`src/design/bte_pkg.sv`:
```
// Shared types and constants for the bag table engine.
// Used by bte_ctrl, bte_dp and bag_table_engine_core; no dependencies.
package bte_pkg;

    // Storage geometry
    localparam int CAPACITY = 128;
    localparam int ADDR_W   = $clog2(CAPACITY);
    localparam int CNT_W    = $clog2(CAPACITY + 1);
    localparam int DATA_W   = 32;

    // Request kinds as they arrive on the kind port
    localparam logic [1:0] KIND_INSERT = 2'd0;
    localparam logic [1:0] KIND_DELETE = 2'd1;
    localparam logic [1:0] KIND_SEARCH = 2'd2;
    localparam logic [1:0] KIND_CLEAR  = 2'd3;

    // Controller states
    typedef enum logic [2:0] {
        ST_IDLE,
        ST_SCAN,
        ST_SHIFT,
        ST_DONE
    } state_t;

    // Datapath commands issued by the controller
    typedef enum logic [3:0] {
        DP_NOP,
        DP_LOAD,
        DP_INSERT,
        DP_CLEAR,
        DP_SCAN,
        DP_HIT,
        DP_MISS,
        DP_BEGIN_SHIFT,
        DP_SHIFT,
        DP_DEL_DONE
    } dp_op_t;

    // Datapath status back to the controller
    typedef struct packed {
        logic hit;        // compare stage holds an equal valid entry
        logic pass_end;   // scan or shift pass ran past the last entry
        logic is_delete;  // current word is a delete
    } dp_status_t;

endpackage

```
`src/design/bte_dp.sv`:
```
// Datapath of the bag table engine: entry memory, fill count, scan/shift
// counter and result registers. Depends on bte_pkg.
module bte_dp (
    input  logic                  clk,
    input  logic                  rst_n,
    input  bte_pkg::dp_op_t       op,
    input  logic [1:0]            kind,
    input  logic signed [31:0]    value,
    output bte_pkg::dp_status_t   status,
    output logic                  found,
    output logic [6:0]            position,
    output logic [7:0]            fill_count,
    output logic                  is_empty_flag,
    output logic                  dropped
);
    import bte_pkg::*;

    // Entry memory, one write and one registered read per cycle
    logic [DATA_W-1:0] mem [CAPACITY];
    logic [DATA_W-1:0] rdata_reg;

    logic [CNT_W-1:0]  fill_reg;
    logic [CNT_W-1:0]  idx_reg;
    logic              rvalid_reg;
    logic [ADDR_W-1:0] cmp_idx_reg;
    logic [DATA_W-1:0] value_reg;
    logic              del_reg;
    logic              found_reg;
    logic [ADDR_W-1:0] pos_reg;
    logic              dropped_reg;

    logic              wr_en;
    logic [ADDR_W-1:0] wr_addr;
    logic [DATA_W-1:0] wr_data;
    logic [ADDR_W-1:0] rd_addr;
    logic              not_full;

    assign not_full = (fill_reg < CNT_W'(CAPACITY));
    assign rd_addr  = idx_reg[ADDR_W-1:0];

    // Write port: append on insert, move down one slot during shift
    always_comb
    begin
        wr_en   = 1'b0;
        wr_addr = fill_reg[ADDR_W-1:0];
        wr_data = value;
        case (op)
            DP_INSERT:
            begin
                wr_en   = not_full;
                wr_addr = fill_reg[ADDR_W-1:0];
                wr_data = value;
            end
            DP_SHIFT:
            begin
                wr_en   = rvalid_reg;
                wr_addr = cmp_idx_reg - ADDR_W'(1);
                wr_data = rdata_reg;
            end
            default:
            begin
                wr_en = 1'b0;
            end
        endcase
    end

    always_ff @(posedge clk)
    begin
        if (wr_en)
        begin
            mem[wr_addr] <= wr_data;
        end
        rdata_reg <= mem[rd_addr];
    end

    // Status toward the controller
    assign status.hit       = rvalid_reg && (rdata_reg == value_reg);
    assign status.pass_end  = !rvalid_reg && (idx_reg >= fill_reg);
    assign status.is_delete = del_reg;

    // Counters, fill and result registers
    always_ff @(posedge clk or negedge rst_n)
    begin
        if (!rst_n)
        begin
            fill_reg    <= '0;
            idx_reg     <= '0;
            rvalid_reg  <= 1'b0;
            del_reg     <= 1'b0;
            found_reg   <= 1'b0;
            pos_reg     <= '0;
            dropped_reg <= 1'b0;
        end
        else
        begin
            case (op)
                DP_LOAD:
                begin
                    del_reg    <= (kind == KIND_DELETE);
                    idx_reg    <= '0;
                    rvalid_reg <= 1'b0;
                end
                DP_INSERT:
                begin
                    if (not_full)
                    begin
                        fill_reg <= fill_reg + CNT_W'(1);
                    end
                    dropped_reg <= !not_full;
                    found_reg   <= 1'b0;
                    pos_reg     <= '0;
                end
                DP_CLEAR:
                begin
                    fill_reg    <= '0;
                    dropped_reg <= 1'b0;
                    found_reg   <= 1'b0;
                    pos_reg     <= '0;
                end
                DP_SCAN, DP_SHIFT:
                begin
                    idx_reg    <= idx_reg + CNT_W'(1);
                    rvalid_reg <= (idx_reg < fill_reg);
                end
                DP_HIT:
                begin
                    found_reg   <= 1'b1;
                    pos_reg     <= cmp_idx_reg;
                    dropped_reg <= 1'b0;
                end
                DP_MISS:
                begin
                    found_reg   <= 1'b0;
                    pos_reg     <= '0;
                    dropped_reg <= 1'b0;
                end
                DP_BEGIN_SHIFT:
                begin
                    found_reg   <= 1'b1;
                    pos_reg     <= cmp_idx_reg;
                    dropped_reg <= 1'b0;
                    idx_reg     <= CNT_W'(cmp_idx_reg) + CNT_W'(1);
                    rvalid_reg  <= 1'b0;
                end
                DP_DEL_DONE:
                begin
                    fill_reg <= fill_reg - CNT_W'(1);
                end
                default:
                begin
                    fill_reg <= fill_reg;
                end
            endcase
        end
    end

    // Payload registers without reset
    always_ff @(posedge clk)
    begin
        if (op == DP_LOAD)
        begin
            value_reg <= value;
        end
        if (op == DP_SCAN || op == DP_SHIFT)
        begin
            cmp_idx_reg <= idx_reg[ADDR_W-1:0];
        end
    end

    // Result word
    assign found         = found_reg;
    assign position      = 7'(pos_reg);
    assign fill_count    = 8'(fill_reg);
    assign is_empty_flag = (fill_reg == '0);
    assign dropped       = dropped_reg;

endmodule

```
`src/design/bte_ctrl.sv`:
```
// Controller state machine of the bag table engine: sequences the scan and
// shift passes and issues datapath commands. Depends on bte_pkg.
module bte_ctrl (
    input  logic                  clk,
    input  logic                  rst_n,
    input  logic                  start,
    input  logic [1:0]            kind,
    input  bte_pkg::dp_status_t   status,
    output bte_pkg::dp_op_t       op,
    output logic                  busy,
    output logic                  done
);
    import bte_pkg::*;

    state_t state_reg;
    state_t state_next;

    always_ff @(posedge clk or negedge rst_n)
    begin
        if (!rst_n)
        begin
            state_reg <= ST_IDLE;
        end
        else
        begin
            state_reg <= state_next;
        end
    end

    // Next state
    always_comb
    begin
        state_next = state_reg;
        case (state_reg)
            ST_IDLE:
            begin
                if (start)
                begin
                    if (kind == KIND_DELETE || kind == KIND_SEARCH)
                    begin
                        state_next = ST_SCAN;
                    end
                    else
                    begin
                        state_next = ST_DONE;
                    end
                end
            end
            ST_SCAN:
            begin
                if (status.hit)
                begin
                    state_next = status.is_delete ? ST_SHIFT : ST_DONE;
                end
                else if (status.pass_end)
                begin
                    state_next = ST_DONE;
                end
            end
            ST_SHIFT:
            begin
                if (status.pass_end)
                begin
                    state_next = ST_DONE;
                end
            end
            ST_DONE:
            begin
                state_next = ST_IDLE;
            end
            default:
            begin
                state_next = ST_IDLE;
            end
        endcase
    end

    // Outputs and datapath commands
    always_comb
    begin
        op   = DP_NOP;
        busy = 1'b1;
        done = 1'b0;
        case (state_reg)
            ST_IDLE:
            begin
                busy = 1'b0;
                if (start)
                begin
                    case (kind)
                        KIND_INSERT: op = DP_INSERT;
                        KIND_CLEAR:  op = DP_CLEAR;
                        default:     op = DP_LOAD;
                    endcase
                end
            end
            ST_SCAN:
            begin
                if (status.hit)
                begin
                    op = status.is_delete ? DP_BEGIN_SHIFT : DP_HIT;
                end
                else if (status.pass_end)
                begin
                    op = DP_MISS;
                end
                else
                begin
                    op = DP_SCAN;
                end
            end
            ST_SHIFT:
            begin
                op = status.pass_end ? DP_DEL_DONE : DP_SHIFT;
            end
            ST_DONE:
            begin
                done = 1'b1;
            end
            default:
            begin
                op = DP_NOP;
            end
        endcase
    end

endmodule

```
`src/design/bag_table_engine_core.sv`:
```
// Top level of the bag table engine: a bounded multiset of 32-bit values.
// Instantiates bte_ctrl and bte_dp; depends on bte_pkg.
//
// A word is taken when start is high and busy is low. Its result is on the
// result ports for one cycle with done high, and the receiver cannot stall
// it. busy stays high from the accepting edge through the result cycle, so
// the next word can be taken once the controller is back in idle after
// done. Insert and clear go from idle straight to the result state. Search
// and delete scan the entry memory one entry per cycle through its
// registered read port, stopping at the first match; a miss runs past the
// last entry. A delete that hits then moves each later entry down one slot,
// one per cycle on the same port, so it passes every entry wherever the
// match sits: those before it in the scan, those after it in the shift.
// The worst case is a delete in a full bag.
module bag_table_engine_core (
    input  logic               clk,
    input  logic               rst_n,
    input  logic               start,
    output logic               busy,
    input  logic [1:0]         kind,
    input  logic signed [31:0] value,
    output logic               done,
    output logic               found,
    output logic [6:0]         position,
    output logic [7:0]         fill_count,
    output logic               is_empty_flag,
    output logic               dropped
);
    import bte_pkg::*;

    dp_op_t     op;
    dp_status_t status;

    bte_ctrl u_ctrl (
        .clk    (clk),
        .rst_n  (rst_n),
        .start  (start),
        .kind   (kind),
        .status (status),
        .op     (op),
        .busy   (busy),
        .done   (done)
    );

    bte_dp u_dp (
        .clk           (clk),
        .rst_n         (rst_n),
        .op            (op),
        .kind          (kind),
        .value         (value),
        .status        (status),
        .found         (found),
        .position      (position),
        .fill_count    (fill_count),
        .is_empty_flag (is_empty_flag),
        .dropped       (dropped)
    );

endmodule

```
`config.mk`:
```
export PLATFORM = sky130hd
export DESIGN_NAME = bag_table_engine_core
export DESIGN_NICKNAME = d
export VERILOG_FILES = /design/src/design/bte_pkg.sv /design/src/design/bte_dp.sv /design/src/design/bte_ctrl.sv /design/src/design/bag_table_engine_core.sv
export SDC_FILE = /design/constraint.sdc
export NUM_CORES = 2
export LEC_CHECK = 0
export BUFFER_PORTS_ARGS = -buffer_cell sky130_fd_sc_hd__buf_4
export CAP_MARGIN = 10
export CORE_ASPECT_RATIO = 0.9
export CORE_UTILIZATION = 25
export CTS_CLUSTER_DIAMETER = 150
export CTS_CLUSTER_SIZE = 20
export DETAILED_ROUTE_END_ITERATION = 10
export PLACE_DENSITY = 0.5
export REMOVE_ABC_BUFFERS = 1
export SETUP_SLACK_MARGIN = 0.5
export SLEW_MARGIN = 10
export SYNTH_ARGS = -nofsm -noshare
export SYNTH_HDL_FRONTEND = slang
export SYNTH_SLANG_ARGS = --single-unit
```
`constraint.sdc`:
```
create_clock -name clk -period 11.9 [get_ports clk]
set_input_delay 2.38 -clock clk [delete_from_list [all_inputs] [get_ports clk]]
set_output_delay 2.38 -clock clk [all_outputs]
set_load 0.05 [all_outputs]
```
### Yosys cells after proc, flatten, opt, wreduce, memory -nomap -nowiden

Memory sizes are Yosys's and may differ from the RTL's. A register that Yosys moved wholly into a read port is not among the register bits.
Index checks and enable logic that the tools add are counted.

* register bits: 69
* logic and storage cells: 84
* memories: 1
* output and inout port bits: 20
* bits in writable memories: 4096
* bits of input ports: 37

Memories
* u_dp.mem: words 128, width 32, read ports 1, clocked after Yosys merged registers in 1, wr ports 1, line bte_dp.sv:19 `logic [DATA_W-1:0] mem [CAPACITY];`

* multiplexer cells: 27
* $add $sub $neg: 5
* order comparisons: 3
* reduce and logical (&&, ||, !) cells: 20
* equality and inequality tests: 18

Operator list (number)
* case mux 8 bit (3 select lines): 2
* equality test 32 bit: 1
* 2-to-1 mux 32 bit: 1
* adder 8 x 1 -> 8 bit, second input constant: 2
* equality test 4 x 3 -> 1 bit, second input constant: 4
* case mux 7 bit (2 select lines): 1
* case mux 4 bit (3 select lines): 1
* 2-to-1 mux 3 bit: 3
* case mux 3 bit (3 select lines): 1
* adder 7 x 1 -> 8 bit, second input constant: 1
* equality test 4 x 2 -> 1 bit, second input constant: 2
* equality test 4 bit, second input constant: 2
* >= comparator 8 bit: 1
* logical NOT 8 bit: 1
* less-than comparator 8 bit: 1
* less-than comparator 8 bit, second input constant: 1
* 2-to-1 mux 4 bit: 2
* 2-to-1 mux 8 bit: 1
* case mux 1 bit (2 select lines): 4
* subtractor 8 x 1 -> 8 bit, second input constant: 1
* 2-to-1 mux 7 bit: 1
* subtractor 7 x 1 -> 7 bit, second input constant: 1
* equality test 3 x 2 -> 1 bit, second input constant: 2
* 2-to-1 mux 1 bit: 6
* other kinds (19): 30

### Logic depth before layout (Yosys ltp)

* depth in word-level cells: 9
* gate-level depth with buffers: 18
* mapped depth without buffers: 14

### Hierarchy

A second synthesis with hierarchy kept.

* cells, all modules: 6453
* area, all modules: 160640.3 um2

By module, submodules not included
* bte_dp: sequential area each 125485.4 um2, area an instance 160357.5 um2, instances 1, cells an instance 6425
* bte_ctrl: sequential area each 75.1 um2, area an instance 282.8 um2, instances 1, cells an instance 28

### Worst setup path after synthesis

Ideal clock, no wire load.

* path kind: input to register
* from: in kind[0]
* to: mem u_dp.mem[106][0], enable pin
* library setup time: 0.421 ns
* path slack: 6.058 ns
* arrival: 5.420 ns
* path buffers: 2
* data required time: 11.479 ns
* cell stages on the path: 10
* path through: inv_1 > ha_1 > nor2b_1 > and2_1 > clkbuf_1 > a22oi_1 > nor2_1 > nand2b_1 > clkbuf_1 > nor2_1

* longest elaborated chain between the ends: 8
* elaborated cells on any way between the ends: 11
* those cells by class: eq/ne: 3; mux: 7; reduce/logical: 1

RTL lines
* from (decl): line bag_table_engine_core.sv:20 `input logic [1:0] kind,`
* equality test 2 bit or logical NOT 2 bit (tied branches): line bte_ctrl.sv:90 `case (kind)`
* case mux 2 bit (2 select lines) (*): line bte_ctrl.sv:90
* 2-to-1 mux 4 bit (*): line bte_ctrl.sv:88 `if (start)`
* case mux 4 bit (3 select lines) (*): line bte_ctrl.sv:84 `case (state_reg)`
* equality test 4 bit or equality test 4 x 2 -> 1 bit (tied branches): line bte_dp.sv:47 `case (op)`
* case mux 1 bit (2 select lines): line bte_dp.sv:47
* 2-to-1 mux 1 bit: line bte_dp.sv:69 `if (wr_en)`
* 2-to-1 mux 1 bit (not written as such): line bte_dp.sv:71 `mem[wr_addr] <= wr_data;`
* to (decl): line bte_dp.sv:19

Mark *: on every way between the ends. The rest lies on a longest branch, timed or not.

==> summary.txt <==
drt first pass iters = 6
clock tree sinks = 4,197
clock latency at the later pin of the worst-skew pair = 1000 ps
Final Max Tran Viols = 0
final worst clock skew = 60.08 ps
proportion of register bits with asynchronous set or reset after synthesis = 0.7148%
number of buffer cells added on primary ports = 56
die boundary height = 762.5 µm
cell type of the slowest stage on the worst timing path = dfrtp_4
Netlist Area Pre-Place = 160,700 µm²
clock tree from TritonCTS = done
Worst EP arrival = 7520 ps
Fillers = 61,884
number of buffers inserted to repair setup after CTS = 0
min setup slack post-route = 5234 ps
initial core utilization = 25.16%
DRC Markers = 0
global routing's busiest layer = met1
met2 routing resource usage after global routing = 21.73%
flip-flop and latch count after synthesis = 4,197
global-route wire length before repair = 663.1 mm
first-iteration detailed-routing DRC count = 11,838
Worst R2R Path Depth = 8
Final min period = 6666 ps
number of different library cells in the post-synthesis netlist = 61
root buf cell = clkbuf_16
final design instance area without fill = 180,300 µm²
Hold Path Cell Cnt = 2
total of endpoints with negative setup slack in the final report = 0
Mean Syn Cell Area = 24.96 µm²
total negative setup slack = 0 ps
CTS H-tree lvls = 4
fmax = 150.0 MHz
most common cell after layout, fill and taps aside = edfxtp_1
reg-to-reg critical path startpoint = u_dp.idx_reg[1]
total overflow reported by the global router = 0
required time at the worst-slack endpoint = 12,760 ps
largest net degree at the start of global routing = 136
critical-path cell list = buf_4 -> buf_4 -> buf_4 -> buf_12 -> mux4_2 -> mux4_2 -> mux4_2 -> mux2_2
Total Routing Usage GR = 14.93%
clock buffers created by TritonCTS = 232
met3 track demand over resource in global routing = 2.693%
unrepaired setup endpoints after global routing = no
sequential fraction of the synthesis area = 78.15%
final core occ = 28.24%
prevailing post-synth register cell = edfxtp_1
pre-CTS setup slack = 5109 ps
status = complete, no violations
final hold vios = 0
horizontal extent of the die = 847.1 µm
Largest register FFs = 4,096
share of final-layout standard cells stronger than drive strength 1 = 30.94%
hold wc startpoint = u_dp.position[6]
category of the critical setup timing path = flip-flop to flip-flop
number of cells upsized or downsized after cts = 0
power density of the placed cells = 205.2 nW/µm²
Setup crit start = u_dp.idx_reg[1]
std cell rows = 278
io pins = 57
worst hold-check path type = flip-flop to flip-flop
GP Congestion = 0.8246
vias in the first global route = 71,410
DRT antenna net count = 0
number of standard cells after synthesis = 6,437
die area = 645,900 µm²
# Max-Cap Violations = 0
layout net count = 6,623
clock transition time at the flip-flop clock pins of the worst setup and hold paths = 80 ps
Worst Setup Start Kind = flip-flop
area of the core region = 638,600 µm²
delay of the slowest cell on the worst path = 990 ps
area growth from synthesis to layout = 12.24%
CTS Buffer Depth = 4
LEAKAGE = 51.34 nW
total of warnings raised by yosys = 0
Post-synth EDFFs = 4,135
HPWL after detailed placement = 315.3 mm
headroom to the max-slew limit = 15.97%
Reg2Reg Setup Slack = 5230 ps
per-cell routed wire length = 32.70 µm
wirelength, routed = 498.3 mm
maximum fanout encountered on the critical timing path = 132
most frequent cells in the layout = edfxtp_1, mux4_2, clkbuf_16
type of destination of the critical path = flip-flop
post-cts hold buffer count = 0
Vias = 74,723
worst ir drop on vdd = 0.2187 mV
ratio of final minimum period to clock period = 56.01%
number of antenna violations at the first check in global routing = 89
placement-stage cell area = 173,800 µm²
via density per instance = 4.903
met1 track utilization from global routing = 22.72%
transition time of the tightest slew-check pin = 1260 ps
[layout make-up]
type | instances | area, µm² | area share [%]
well taps | 8540 | 10690 | 5.925
diodes | 33 | 82.58 | 0.04579
inverters | 24 | 90.09 | 0.04995
clock buffers | 322 | 6175 | 3.424
repair buffers | 228 | 2480 | 1.375
multi-input cells | 1884 | 35050 | 19.44
flip-flops and latches | 4197 | 125600 | 69.64
clock inverters | 13 | 191.4 | 0.1061
[critical path, delay by kind of cell (launching register included)]
| kind | cells | cell delay (ps) |
|---|---|---|
| buffers and inverters | 4 | 3020 |
| DFF | 1 | 990 |
| muxes | 4 | 2130 |
[synth_stat cells, drive strengths merged (2+ instances only)]
cell | count | share of area [%]
nand2b | 10 | 0.039
and3 | 5 | 0.019
nand3 | 27 | 0.084
inv | 24 | 0.056
buf | 91 | 0.23
xnor2 | 30 | 0.16
edfxtp | 4135 | 77
or4 | 3 | 0.016
nor3 | 32 | 0.10
a31oi | 20 | 0.078
dfxtp | 32 | 0.40
a21o | 4 | 0.019
or2 | 2 | 0.0078
nor3b | 3 | 0.024
o21bai | 2 | 0.0093
nor2 | 162 | 0.38
a22oi | 3 | 0.014
nand2 | 32 | 0.075
o21ai | 26 | 0.083
nand3b | 3 | 0.014
o41ai | 2 | 0.011
o31ai | 2 | 0.0093
o211ai | 3 | 0.014
mux4 | 1344 | 19
nor2b | 2 | 0.0078
a41oi | 3 | 0.016
a21oi | 20 | 0.069
ha | 18 | 0.14
mux2 | 65 | 0.46
xor2 | 20 | 0.11
nand4 | 10 | 0.039
dfrtp | 30 | 0.47
nor4 | 9 | 0.044
mux2i | 7 | 0.044
clkbuf | 241 | 0.56
[power by group]
| group | switching, mW | internal (mW) |
|---|---|---|
| Clock | 4.76 | 3.62 |
| Combinational | 7.32 | 4.46 |
| Sequential | 0.355 | 16.5 |
| Total | 12.4 | 24.6 |
[logic make-up (layout without fill, tap and decap cells)]
| family | Yosys count | after routing | synth area share, % |
|---|---|---|---|
| muxes | 1416 | 1416 | 19.34 |
| DFF | 4197 | 4197 | 78.15 |
| other | 1 | 34 | 0.002334 |
| AOI/OAI and AO/OA | 94 | 94 | 0.3707 |
| and+or+nand+nor | 304 | 304 | 0.8706 |
| adders and majority gates | 19 | 19 | 0.1526 |
| xor gates and xnor gates | 50 | 50 | 0.2726 |
| buffers and inverters | 356 | 587 | 0.8472 |
[stage by stage]
stage | hold slack (ps) | power (mW) | cells
after CTS | 519.0 | 37.17 | 15203
after global placement | 502.7 | 28.96 | 14827
after detailed placement | 507.0 | 28.93 | 14868
after floorplan | 461.9 | 25.97 | 6105
final | 514.0 | 37.01 | 15241
after global routing | 540.0 | 37.82 | 15221
[path summary, 6_finish.rpt]
path | endpoint
max | u_dp.rdata_reg[26]
min | u_dp.position[6]
max reg2reg | u_dp.rdata_reg[26]
min reg2reg | u_dp.position[6]
max in group asynchronous | u_dp.idx_reg[5]
min in group asynchronous | u_dp.position[0]
[metal layers]
metal	up-vias	share of wire, %
li1	28078	-
met1	42422	44
met2	3722	44
met3	493	9.1
met4	8	3.2
met5	-	0.0094
Power figures use the tool's default switching activity.
